`src/hdl/mlpi_pkg.sv`:
```
// Shared types and constants for the two-layer perceptron policy block.
package mlpi_pkg;

    localparam int WORD_W    = 16;
    localparam int LIMIT_W   = 15;
    localparam int INDEX_W   = 11;
    localparam int SEL_W     = 3;
    localparam int IN_DATA_W = 80;
    localparam int OUT_DATA_W = 64;

    localparam logic [SEL_W-1:0] ACC_HIDDEN = 3'd4;
    localparam logic signed [WORD_W-1:0] BIAS_SCALE = 16'sd256;

    localparam logic MODE_WRITE = 1'b0;
    localparam logic MODE_EVAL  = 1'b1;

    localparam logic CFG_SPEED_LIMIT = 1'b0;
    localparam logic CFG_TURN_LIMIT  = 1'b1;

    localparam logic [LIMIT_W-1:0] SPEED_LIMIT_RESET = 15'd10240;
    localparam logic [LIMIT_W-1:0] TURN_LIMIT_RESET  = 15'd804;

    typedef enum logic [2:0] {
        ST_IDLE,
        ST_INIT,
        ST_RUN,
        ST_DRAIN,
        ST_FINISH,
        ST_OUT
    } t_state;

    typedef enum logic [2:0] {
        OPND_BIAS,
        OPND_F0,
        OPND_F1,
        OPND_F2,
        OPND_HID
    } t_opnd;

    typedef struct packed {
        logic             vld;
        logic             clr;
        logic [SEL_W-1:0] acc;
        t_opnd            opnd;
    } t_mac_op;

    function automatic logic signed [WORD_W-1:0] clip_sym(
        input logic signed [WORD_W-1:0] v,
        input logic [LIMIT_W-1:0]       lim
    );
        logic signed [WORD_W:0] vx;
        logic signed [WORD_W:0] hi;
        logic signed [WORD_W:0] lo;
        vx = {v[WORD_W-1], v};
        hi = $signed({2'b00, lim});
        lo = -hi;
        if (vx > hi) begin
            clip_sym = hi[WORD_W-1:0];
        end else if (vx < lo) begin
            clip_sym = lo[WORD_W-1:0];
        end else begin
            clip_sym = v;
        end
    endfunction

endpackage

```
`src/hdl/mlpi_mac.sv`:
```
// Shared multiply-accumulate unit with five accumulators and Q8.8 rounding.
module mlpi_mac
    import mlpi_pkg::*;
#(
    parameter int ACC_W = 42
) (
    input  logic                     i_clk,
    input  logic                     i_rst_n,
    input  t_mac_op                  i_op,
    input  logic signed [WORD_W-1:0] i_wgt,
    input  logic signed [WORD_W-1:0] i_opnd,
    input  logic [SEL_W-1:0]         i_rsel,
    output logic signed [WORD_W-1:0] o_rnd
);

    localparam int NUM_ACC = 5;

    logic                         r_vld;
    logic                         r_clr;
    logic [SEL_W-1:0]             r_sel;
    logic signed [2*WORD_W-1:0]   r_prod;
    logic signed [ACC_W-1:0]      r_acc [0:NUM_ACC-1];

    logic signed [ACC_W-1:0]      acc_base;
    logic signed [ACC_W:0]        rnd_sum;
    logic signed [ACC_W:0]        rnd_q;

    always_ff @(posedge i_clk) begin
        if (!i_rst_n) begin
            r_vld <= 1'b0;
        end else begin
            r_vld <= i_op.vld;
        end
    end

    always_ff @(posedge i_clk) begin
        r_clr  <= i_op.clr;
        r_sel  <= i_op.acc;
        r_prod <= i_wgt * i_opnd;
    end

    assign acc_base = r_clr ? '0 : r_acc[r_sel];

    always_ff @(posedge i_clk) begin
        if (r_vld) begin
            r_acc[r_sel] <= acc_base + ACC_W'(r_prod);
        end
    end

    always_comb begin
        rnd_sum = {r_acc[i_rsel][ACC_W-1], r_acc[i_rsel]} + (ACC_W+1)'(128);
        rnd_q   = rnd_sum >>> 8;
        if (rnd_q > $signed((ACC_W+1)'(32767))) begin
            o_rnd = 16'sh7FFF;
        end else if (rnd_q < -$signed((ACC_W+1)'(32768))) begin
            o_rnd = 16'sh8000;
        end else begin
            o_rnd = rnd_q[WORD_W-1:0];
        end
    end

endmodule

```
`config.mk`:
```
export PLATFORM = sky130hd
export DESIGN_NAME = mlpi_mac
export DESIGN_NICKNAME = d
export VERILOG_FILES = /design/src/hdl/mlpi_pkg.sv /design/src/hdl/mlpi_mac.sv
export SDC_FILE = /design/constraint.sdc
export NUM_CORES = 1
export LEC_CHECK = 0
export BUFFER_PORTS_ARGS = -buffer_cell sky130_fd_sc_hd__buf_2
export CAP_MARGIN = 20
export CORE_ASPECT_RATIO = 1.25
export CORE_MARGIN = 4
export CORE_UTILIZATION = 25
export CTS_BUF_LIST = sky130_fd_sc_hd__clkbuf_2 sky130_fd_sc_hd__clkbuf_4 sky130_fd_sc_hd__clkbuf_8
export CTS_CLUSTER_SIZE = 12
export DETAILED_ROUTE_END_ITERATION = 8
export MAX_ROUTING_LAYER = met4
export SLEW_MARGIN = 10
export SYNTH_ARGS = -nofsm -noshare
export SYNTH_HDL_FRONTEND = slang
export SYNTH_SLANG_ARGS = --single-unit
```
`constraint.sdc`:
```
create_clock -name i_clk -period 15.85 [get_ports i_clk]
set_input_delay 0 -clock i_clk [delete_from_list [all_inputs] [get_ports i_clk]]
set_output_delay 0 -clock i_clk [all_outputs]
set_load 0.005 [all_outputs]
```
==> flow_metrics.tcl, run 1 <==
set metrics [dict create \
    grt_setup_unrepaired "false" \
    dp_hpwl_um 43000 \
    synthSimpleGateAreaFrac_pct 13.0 \
    worstSetupEndpointType "flip-flop" \
    final.hold.worst_slack_ps 123 \
    syn_area_per_cell_um2 10.4 \
    cts_tree "done" \
    total_power_per_unit_cell_area_nw_per_um2 216 \
    post_layout_nets 2706 \
    yosys.area_share.adder_pct 29.2 \
    placement_rows 125 \
    cts_buffer_depth 3 \
    synthDominantAreaCellType "sky130_fd_sc_hd__edfxtp_1" \
    worst_r2r_dst "r_acc[0][38]$_DFFE_PP_" \
    tightest_slew_ps 887 \
    setup_tns_ps 0 \
    vdd.ir_drop.worst_mv 0.164 \
    worstHoldEndpoint "r_clr$_DFF_P_" \
    worstSetupPathType "reg2reg" \
    synth_cell_types 90 \
    global_route.usage.total_pct 12.1 \
    critical_path.startpoint_type "flip-flop" \
    gpl.final_weighted_congestion 0.820 \
    detail-route-antenna-nets 0 \
    clk_pin_slew_worst_paths_ps 70 \
    yosys_most_used_dff "sky130_fd_sc_hd__edfxtp_1" \
    critical_path_arrival_ps 6690 \
    final_layout_size_suffix_gt1_share_pct 9.58 \
    initial_antenna_violation_count 13 \
    grt_first_pass_wirelength_um 92600 \
    drt_iter0_markers 665 \
    leading_post_synthesis_cells_by_cell_area "sky130_fd_sc_hd__edfxtp_1 (27%), sky130_fd_sc_hd__fa_1 (23%), sky130_fd_sc_hd__ha_1 (6.6%)" \
    maxSlewHeadroom_pct 40.2 \
    cts_num_sinks 247 \
    mappedNetlistNets 2673 \
    reg2reg_depth 18 \
    maximum_number_of_pins_on_one_net_before_global_route_repair 58 \
    first_global_vias 17300 \
    final_max_slew_viols 0 \
    clk-insertion-delay-late_ps 560 \
    setup.reg_to_reg.worst_slack_ps 9420 \
    path_max_fanout 26 \
    drcViolationCount 0 \
    synth-compound-area-share_pct 10.0 \
    cp.required_ps 16120 \
    synth_top_family_by_area "adder cells" \
    final_cell_mix "sky130_fd_sc_hd__inv_1 (355), sky130_fd_sc_hd__fa_1 (263), sky130_fd_sc_hd__edfxtp_1 (210)" \
    synthesis.instances 2241 \
    synth.cell_area_um2 23300 \
    ioPinCount 61 \
    die_w_um 281 \
    final_hold_viol_count 0 \
    numCtsBuffers 35 \
    post_synth_mux_area_share_pct 6.45 \
    worst_hold_check_path_type "in2reg" \
    run_status "finished, final reports clean" \
    ctsRootBufferMaster "sky130_fd_sc_hd__clkbuf_8" \
    ys_seq_area_share_pct 30.2 \
    gr-total-overflow 0 \
    coreArea_um2 92700 \
    dpl_cell_area_um2 24900 \
    drt_wl_total_um 57400 \
    finish.instance_area_um2 25700 \
    fin_crit_ps 6430 \
    synth_to_final_area_change_pct 10.2 \
    port-buffer-count 57 \
    timing.max_cap.violations 0 \
    synth-xor-area-share_pct 3.52 \
    post_cts.resized_instances 0 \
    finalSetupViolations 0 \
    vias_per_cell 4.56 \
    drt-pass1-iter-count 7 \
    die_area_um2 98300 \
    power_leakage_nw 10.9 \
    synthDominantCellAreaShare_pct 27.0 \
    achievable-frequency_mhz 156 \
    asyncSetResetFlopFracSynth_pct 0 \
    htreeDepth 2 \
    synth.yosys.warnings 0 \
    timing.clock.skew_ps 44.8 \
    postSynthRegisterBits 247 \
    worst_r2r_startpoint "r_sel[1]$_DFF_P_" \
    hold_path_start "i_op[6]" \
    synth_enable_flop_cells 210 \
    final_core_utilization_pct 27.7 \
    most_common_library_cell_in_the_layout_ignoring_fill_and_taps "sky130_fd_sc_hd__inv_1" \
    route.detailed.wl_per_inst_um 16.3 \
    die_y_um 350 \
    ctsHoldBuffers 8 \
    postCtsSetupBuffers 0 \
    vias 16000 \
    start_util_pct 25.2 \
    hold_path_depth 2 \
    period_share_pct 40.5 \
]
registers in the layout (all words and copies together) (netlist names):
| register | flops |
|---|---|
| r_vld | 1 |
| r_acc | 210 |
| r_prod | 32 |
| r_sel | 3 |
| r_clr | 1 |
Yosys cell counts (4+ instances only):
cell,count
sky130_fd_sc_hd__o21ai_0,46
sky130_fd_sc_hd__nand4_1,13
sky130_fd_sc_hd__o22ai_1,9
sky130_fd_sc_hd__nor3_1,13
sky130_fd_sc_hd__inv_1,356
sky130_fd_sc_hd__and2_1,131
sky130_fd_sc_hd__ha_1,124
sky130_fd_sc_hd__fa_1,263
sky130_fd_sc_hd__dfxtp_1,37
sky130_fd_sc_hd__nand2b_1,13
sky130_fd_sc_hd__a21o_1,35
sky130_fd_sc_hd__edfxtp_1,210
sky130_fd_sc_hd__nor2b_1,9
sky130_fd_sc_hd__nand3_1,29
sky130_fd_sc_hd__a211o_1,4
sky130_fd_sc_hd__nor4_1,4
sky130_fd_sc_hd__clkbuf_1,62
sky130_fd_sc_hd__a211oi_1,6
sky130_fd_sc_hd__mux4_2,18
sky130_fd_sc_hd__or2_2,4
sky130_fd_sc_hd__o2111ai_1,5
sky130_fd_sc_hd__or3_1,5
sky130_fd_sc_hd__a31oi_1,10
sky130_fd_sc_hd__xor2_1,24
sky130_fd_sc_hd__mux2i_1,53
sky130_fd_sc_hd__nand2_1,207
sky130_fd_sc_hd__mux2_2,17
sky130_fd_sc_hd__buf_12,4
sky130_fd_sc_hd__a21oi_1,103
sky130_fd_sc_hd__buf_4,4
sky130_fd_sc_hd__o21bai_1,9
sky130_fd_sc_hd__xnor2_1,68
sky130_fd_sc_hd__nor2_1,157
sky130_fd_sc_hd__buf_1,9
sky130_fd_sc_hd__buf_2,6
sky130_fd_sc_hd__a221oi_1,33
sky130_fd_sc_hd__and3_1,9
sky130_fd_sc_hd__a22oi_1,21
sky130_fd_sc_hd__o21a_1,15
sky130_fd_sc_hd__mux4_1,13
sky130_fd_sc_hd__o21ai_2,11
critical path, stage by stage, from the launching register on:
cell                        delay, ps
sky130_fd_sc_hd__dfxtp_2          700
sky130_fd_sc_hd__buf_4            610
sky130_fd_sc_hd__and2_1           590
sky130_fd_sc_hd__buf_4            480
sky130_fd_sc_hd__nand2_1          100
sky130_fd_sc_hd__o21ai_0           80
sky130_fd_sc_hd__mux2i_1           90
sky130_fd_sc_hd__a21o_1           240
sky130_fd_sc_hd__fa_1             440
sky130_fd_sc_hd__nor2b_1          120
sky130_fd_sc_hd__o21ai_0          100
sky130_fd_sc_hd__a21boi_0         440
sky130_fd_sc_hd__o41ai_1          170
sky130_fd_sc_hd__a21oi_1          420
sky130_fd_sc_hd__a21oi_1          190
sky130_fd_sc_hd__a211o_1          430
sky130_fd_sc_hd__a21oi_1          220
sky130_fd_sc_hd__o2111ai_1        140
sky130_fd_sc_hd__a211oi_1         570
power by group:
group          switching (mW)  internal [mW]
Clock                   0.241          0.276
Combinational            2.29           1.72
Sequential             0.0399          0.980
routing by layer:
layer	global-route usage [%]	up-vias	share of wire, %
met5	-	-	0
li1	-	7591	-
met1	13.7	7982	41
met2	21.8	332	51
met3	1.43	120	4.1
met4	4.79	0	3.7
how the worst max path moves through the flow:
stage / from / to / cells after the start
after floorplan: i_wgt[6] / r_prod[30]$_DFF_P_ / 25
after global placement: i_opnd[15] / r_prod[30]$_DFF_P_ / 21
after detailed placement: i_opnd[15] / r_prod[30]$_DFF_P_ / 21
after CTS: r_sel[1]$_DFF_P_ / r_acc[0][41]$_DFFE_PP_ / 19
after global routing: r_sel[1]$_DFF_P_ / r_acc[0][38]$_DFFE_PP_ / 18
final: r_sel[1]$_DFF_P_ / r_acc[0][38]$_DFFE_PP_ / 18
final cells by class:
type,instances,area [µm²]
fill,9615,67000
multi-input combinational,1550,14600
sequential,247,7050
tap,1206,1510
inverter,356,1340
clock buffer,45,588
timing repair buffer,84,508
clock inverter,15,120
antenna,14,35.0
metrics by stage:
stage                     std cells  worst slack [ps]  power, mW
after floorplan                2241              9930       4.28
after global placement         3434              8900       5.04
after detailed placement       3435              8840       5.10
after CTS                      3503              9320       5.64
after global routing           3516              8900       6.25
final                          3517              9420       5.55
kinds of logic after synthesis:
family,Yosys count
mux,103
xor+xnor,93
buf+inv,444
simple gates,623
compound gates,344
fa+ha+maj,387
flops,247
No activity file was read; power rests on OpenSTA's default activity.
==> run 2: changes to the inputs <==
Settings changed: ABC_AREA from default to 1.
Clock period 15.85 ns to 5.21 ns, I/O delays scaled along.
==> run 2 against run 1 <==
Register-to-register slack worse by 9000 ps; critical path depth up 6; routed wire length up 20%; utilization up 1.2 points; via count up 26%; largest power group unchanged; hold slack worse by 98 ps.
==> flow_metrics.tcl, run 2 <==
set metrics [dict create \
    final_layout_size_suffix_gt1_share_pct 10.7 \
    global_route.usage.total_pct 13.5 \
    dpl_cell_area_um2 27800 \
    achievable-frequency_mhz 208 \
    yosys.cell_count.top_type "sky130_fd_sc_hd__nand2_1" \
    cp.required_ps 5650 \
    run_status "finished, final reports clean" \
    path_max_fanout 15 \
    ioPinCount 61 \
    die_w_um 290 \
    syn_area_per_cell_um2 7.95 \
    setup_tns_ps 0 \
    worstPathCellList "buf_2 -> nand2_2 -> fa_1 -> inv_1 -> fa_2 -> buf_4 -> fa_1 -> inv_1 -> fa_1 -> inv_1 -> fa_1 -> inv_1 -> fa_1 -> inv_1 -> ha_1 -> nand2_1 -> nor2_2 -> nand2_1 -> o211a_1 -> o211ai_1 -> nand2_1 -> nand2_1 -> a21oi_1 -> xnor2_1" \
    coreArea_um2 98800 \
    synth_cell_types 50 \
    cts_tree "done" \
    drcViolationCount 0 \
    postSynthRegisterBits 247 \
    finalSetupViolations 0 \
    synthDominantAreaCellType "sky130_fd_sc_hd__edfxtp_1" \
    biggestRegsByFlops "r_acc: 210 flops, r_prod: 32 flops, r_sel: 3 flops" \
    worst_hold_check_path_type "in2reg" \
    synthesis.instances 3126 \
    maxSlewHeadroom_pct 31.5 \
    die_area_um2 105000 \
    period_share_pct 92.4 \
    worstSetupPathType "in2reg" \
    critical_path_arrival_ps 5250 \
    setup.reg_to_reg.worst_slack_ps 470 \
    finalNonFillerCells 4627 \
    fin_crit_ps 4820 \
    placement_rows 129 \
    drt_iter0_markers 1410 \
    clk-insertion-delay-late_ps 570 \
    timing.max_cap.violations 0 \
    finish.instance_area_um2 28600 \
    synth.cell_area_um2 24900 \
    ctsRootBufferMaster "sky130_fd_sc_hd__clkbuf_8" \
    port-buffer-count 57 \
    final.hold.worst_slack_ps 24.7 \
    synth_commonest_cells "sky130_fd_sc_hd__nand2_1 (886), sky130_fd_sc_hd__inv_1 (701), sky130_fd_sc_hd__fa_1 (263)" \
    timing.clock.skew_ps 21.6 \
    final_max_slew_viols 0 \
    grt_setup_unrepaired "false" \
    htreeDepth 2 \
    largest_register "r_acc" \
    critical_path.startpoint_type "input pin" \
    most_common_library_cell_in_the_layout_ignoring_fill_and_taps "sky130_fd_sc_hd__nand2_1" \
    vias_per_cell 4.36 \
    ys_seq_area_share_pct 28.4 \
    detail-route-antenna-nets 0 \
    dp_cells 4552 \
    initial_antenna_violation_count 1 \
    largest_register_ff_count 210 \
    drt-pass1-iter-count 5 \
    cts_buffer_depth 3 \
    cts_num_sinks 247 \
    crit_slowest_cell "sky130_fd_sc_hd__fa_1" \
    synthDominantCellAreaShare_pct 25.4 \
    final_cell_mix "sky130_fd_sc_hd__nand2_1 (884), sky130_fd_sc_hd__inv_1 (700), sky130_fd_sc_hd__fa_1 (262)" \
    grt_first_pass_wirelength_um 111000 \
    leading_post_synthesis_cells_by_cell_area "sky130_fd_sc_hd__edfxtp_1 (25%), sky130_fd_sc_hd__fa_1 (21%), sky130_fd_sc_hd__nand2_1 (13%)" \
    vias 20200 \
    numCtsBuffers 37 \
    worstSetupEndpointType "flip-flop" \
    gr-total-overflow 0 \
    gpl.final_weighted_congestion 0.936 \
    die_y_um 361 \
    power_leakage_nw 14.1 \
    asyncSetResetFlopFracSynth_pct 0 \
    worst_path_largest_cell_delay_ps 580 \
    critPathBufInv 7 \
    synth_enable_flop_cells 210 \
    maximum_number_of_pins_on_one_net_before_global_route_repair 79 \
    start_util_pct 25.2 \
    synth.yosys.warnings 0 \
    cp_top_family "adder cells" \
    synth_to_final_area_change_pct 15.0 \
    route.detailed.wl_per_inst_um 14.9 \
    dp_hpwl_um 54500 \
    drt_wl_total_um 68700 \
    yosys_most_used_dff "sky130_fd_sc_hd__edfxtp_1" \
    post_layout_nets 3720 \
    final_hold_viol_count 0 \
    tightest_slew_ps 1020 \
    vdd.ir_drop.worst_mv 0.787 \
    clk_pin_slew_worst_paths_ps 60 \
    final_core_utilization_pct 28.9 \
    first_global_vias 20800 \
    total_power_per_unit_cell_area_nw_per_um2 737 \
    mappedNetlistNets 3558 \
]
==> run 2: cell types whose count changed after synthesis, moves of 53 or more <==
cell	previous run	this run
sky130_fd_sc_hd__and2_1	131	2
sky130_fd_sc_hd__inv_1	356	701
sky130_fd_sc_hd__mux2i_1	53	0
sky130_fd_sc_hd__nand2_1	207	886
sky130_fd_sc_hd__nand3_1	29	100
sky130_fd_sc_hd__o21ai_0	46	106
==> run 2: layout make-up <==
type / count / area [µm²]
inverter: 705 / 2650
clock inverter: 24 / 156
clock buffer: 43 / 567
sequential: 247 / 7050
fill: 10600 / 70200
multi-input combinational: 2048 / 14600
antenna: 1 / 2.50
timing repair buffer: 249 / 1870
tap: 1310 / 1640
==> run 2: metrics by stage <==
stage / total power [mW] / setup WS [ps]
after floorplan: 13.5 / 0.226
after global placement: 19.7 / -191
after detailed placement: 19.8 / -244
after CTS: 21.4 / 343
after global routing: 23.6 / 30.0
final: 21.1 / 393
==> run 2: repair_timing <==
item | in CTS | in global routing
gates resized for setup | 0 | 2
setup endpoints to repair | 0 | 6
hold buffers | 7 | 0
setup buffers | 0 | 0
endpoints found under the hold margin | 6 | 0
==> run 2: power breakdown <==
group	internal [mW]	leakage, nW	switching, mW
clock	0.787	0.367	0.768
sequential	3.03	2.21	0.127
combinational	7.67	11.5	8.69
==> run 2: cells by family after synthesis <==
kind of cell,after synthesis,synth area share (%)
simple gates,1235,19.9
buf+inv,831,13.1
fa+ha+maj,387,27.4
compound gates,334,7.93
flops,247,28.4
xor+xnor,92,3.27
==> run 2: final timing paths <==
kind,cells after the start,to,start
max,24,r_prod[31]$_DFF_P_,i_opnd[5]
min,5,r_prod[0]$_DFF_P_,i_wgt[0]
max reg2reg,16,r_acc[1][38]$_DFFE_PP_,r_sel[2]$_DFF_P_
min reg2reg,1,r_acc[2][0]$_DFFE_PP_,r_prod[0]$_DFF_P_
==> run 2: layer usage <==
layer | share of wire, % | vias to the layer above | track usage, %
li1 | - | 9899 | -
met1 | 43 | 9654 | 16.8
met2 | 50 | 507 | 23.7
met3 | 4.5 | 104 | 1.32
met4 | 2.0 | 0 | 3.07
met5 | 0 | - | -
==> run 2: worst reg2reg max path: stages (launching register included) <==
cell                       delay, ps
sky130_fd_sc_hd__dfxtp_2         450
sky130_fd_sc_hd__nor2_1          140
sky130_fd_sc_hd__inv_1           160
sky130_fd_sc_hd__nor2_4          440
sky130_fd_sc_hd__buf_12          250
sky130_fd_sc_hd__nand2_1          90
sky130_fd_sc_hd__a41oi_1         460
sky130_fd_sc_hd__ha_1            400
sky130_fd_sc_hd__a21oi_1         170
sky130_fd_sc_hd__inv_1            70
sky130_fd_sc_hd__a31oi_1         180
sky130_fd_sc_hd__o211ai_1        120
sky130_fd_sc_hd__a21oi_1         420
sky130_fd_sc_hd__o21bai_1        210
sky130_fd_sc_hd__a21oi_1         310
sky130_fd_sc_hd__o21ai_0         190
sky130_fd_sc_hd__xor2_1          410
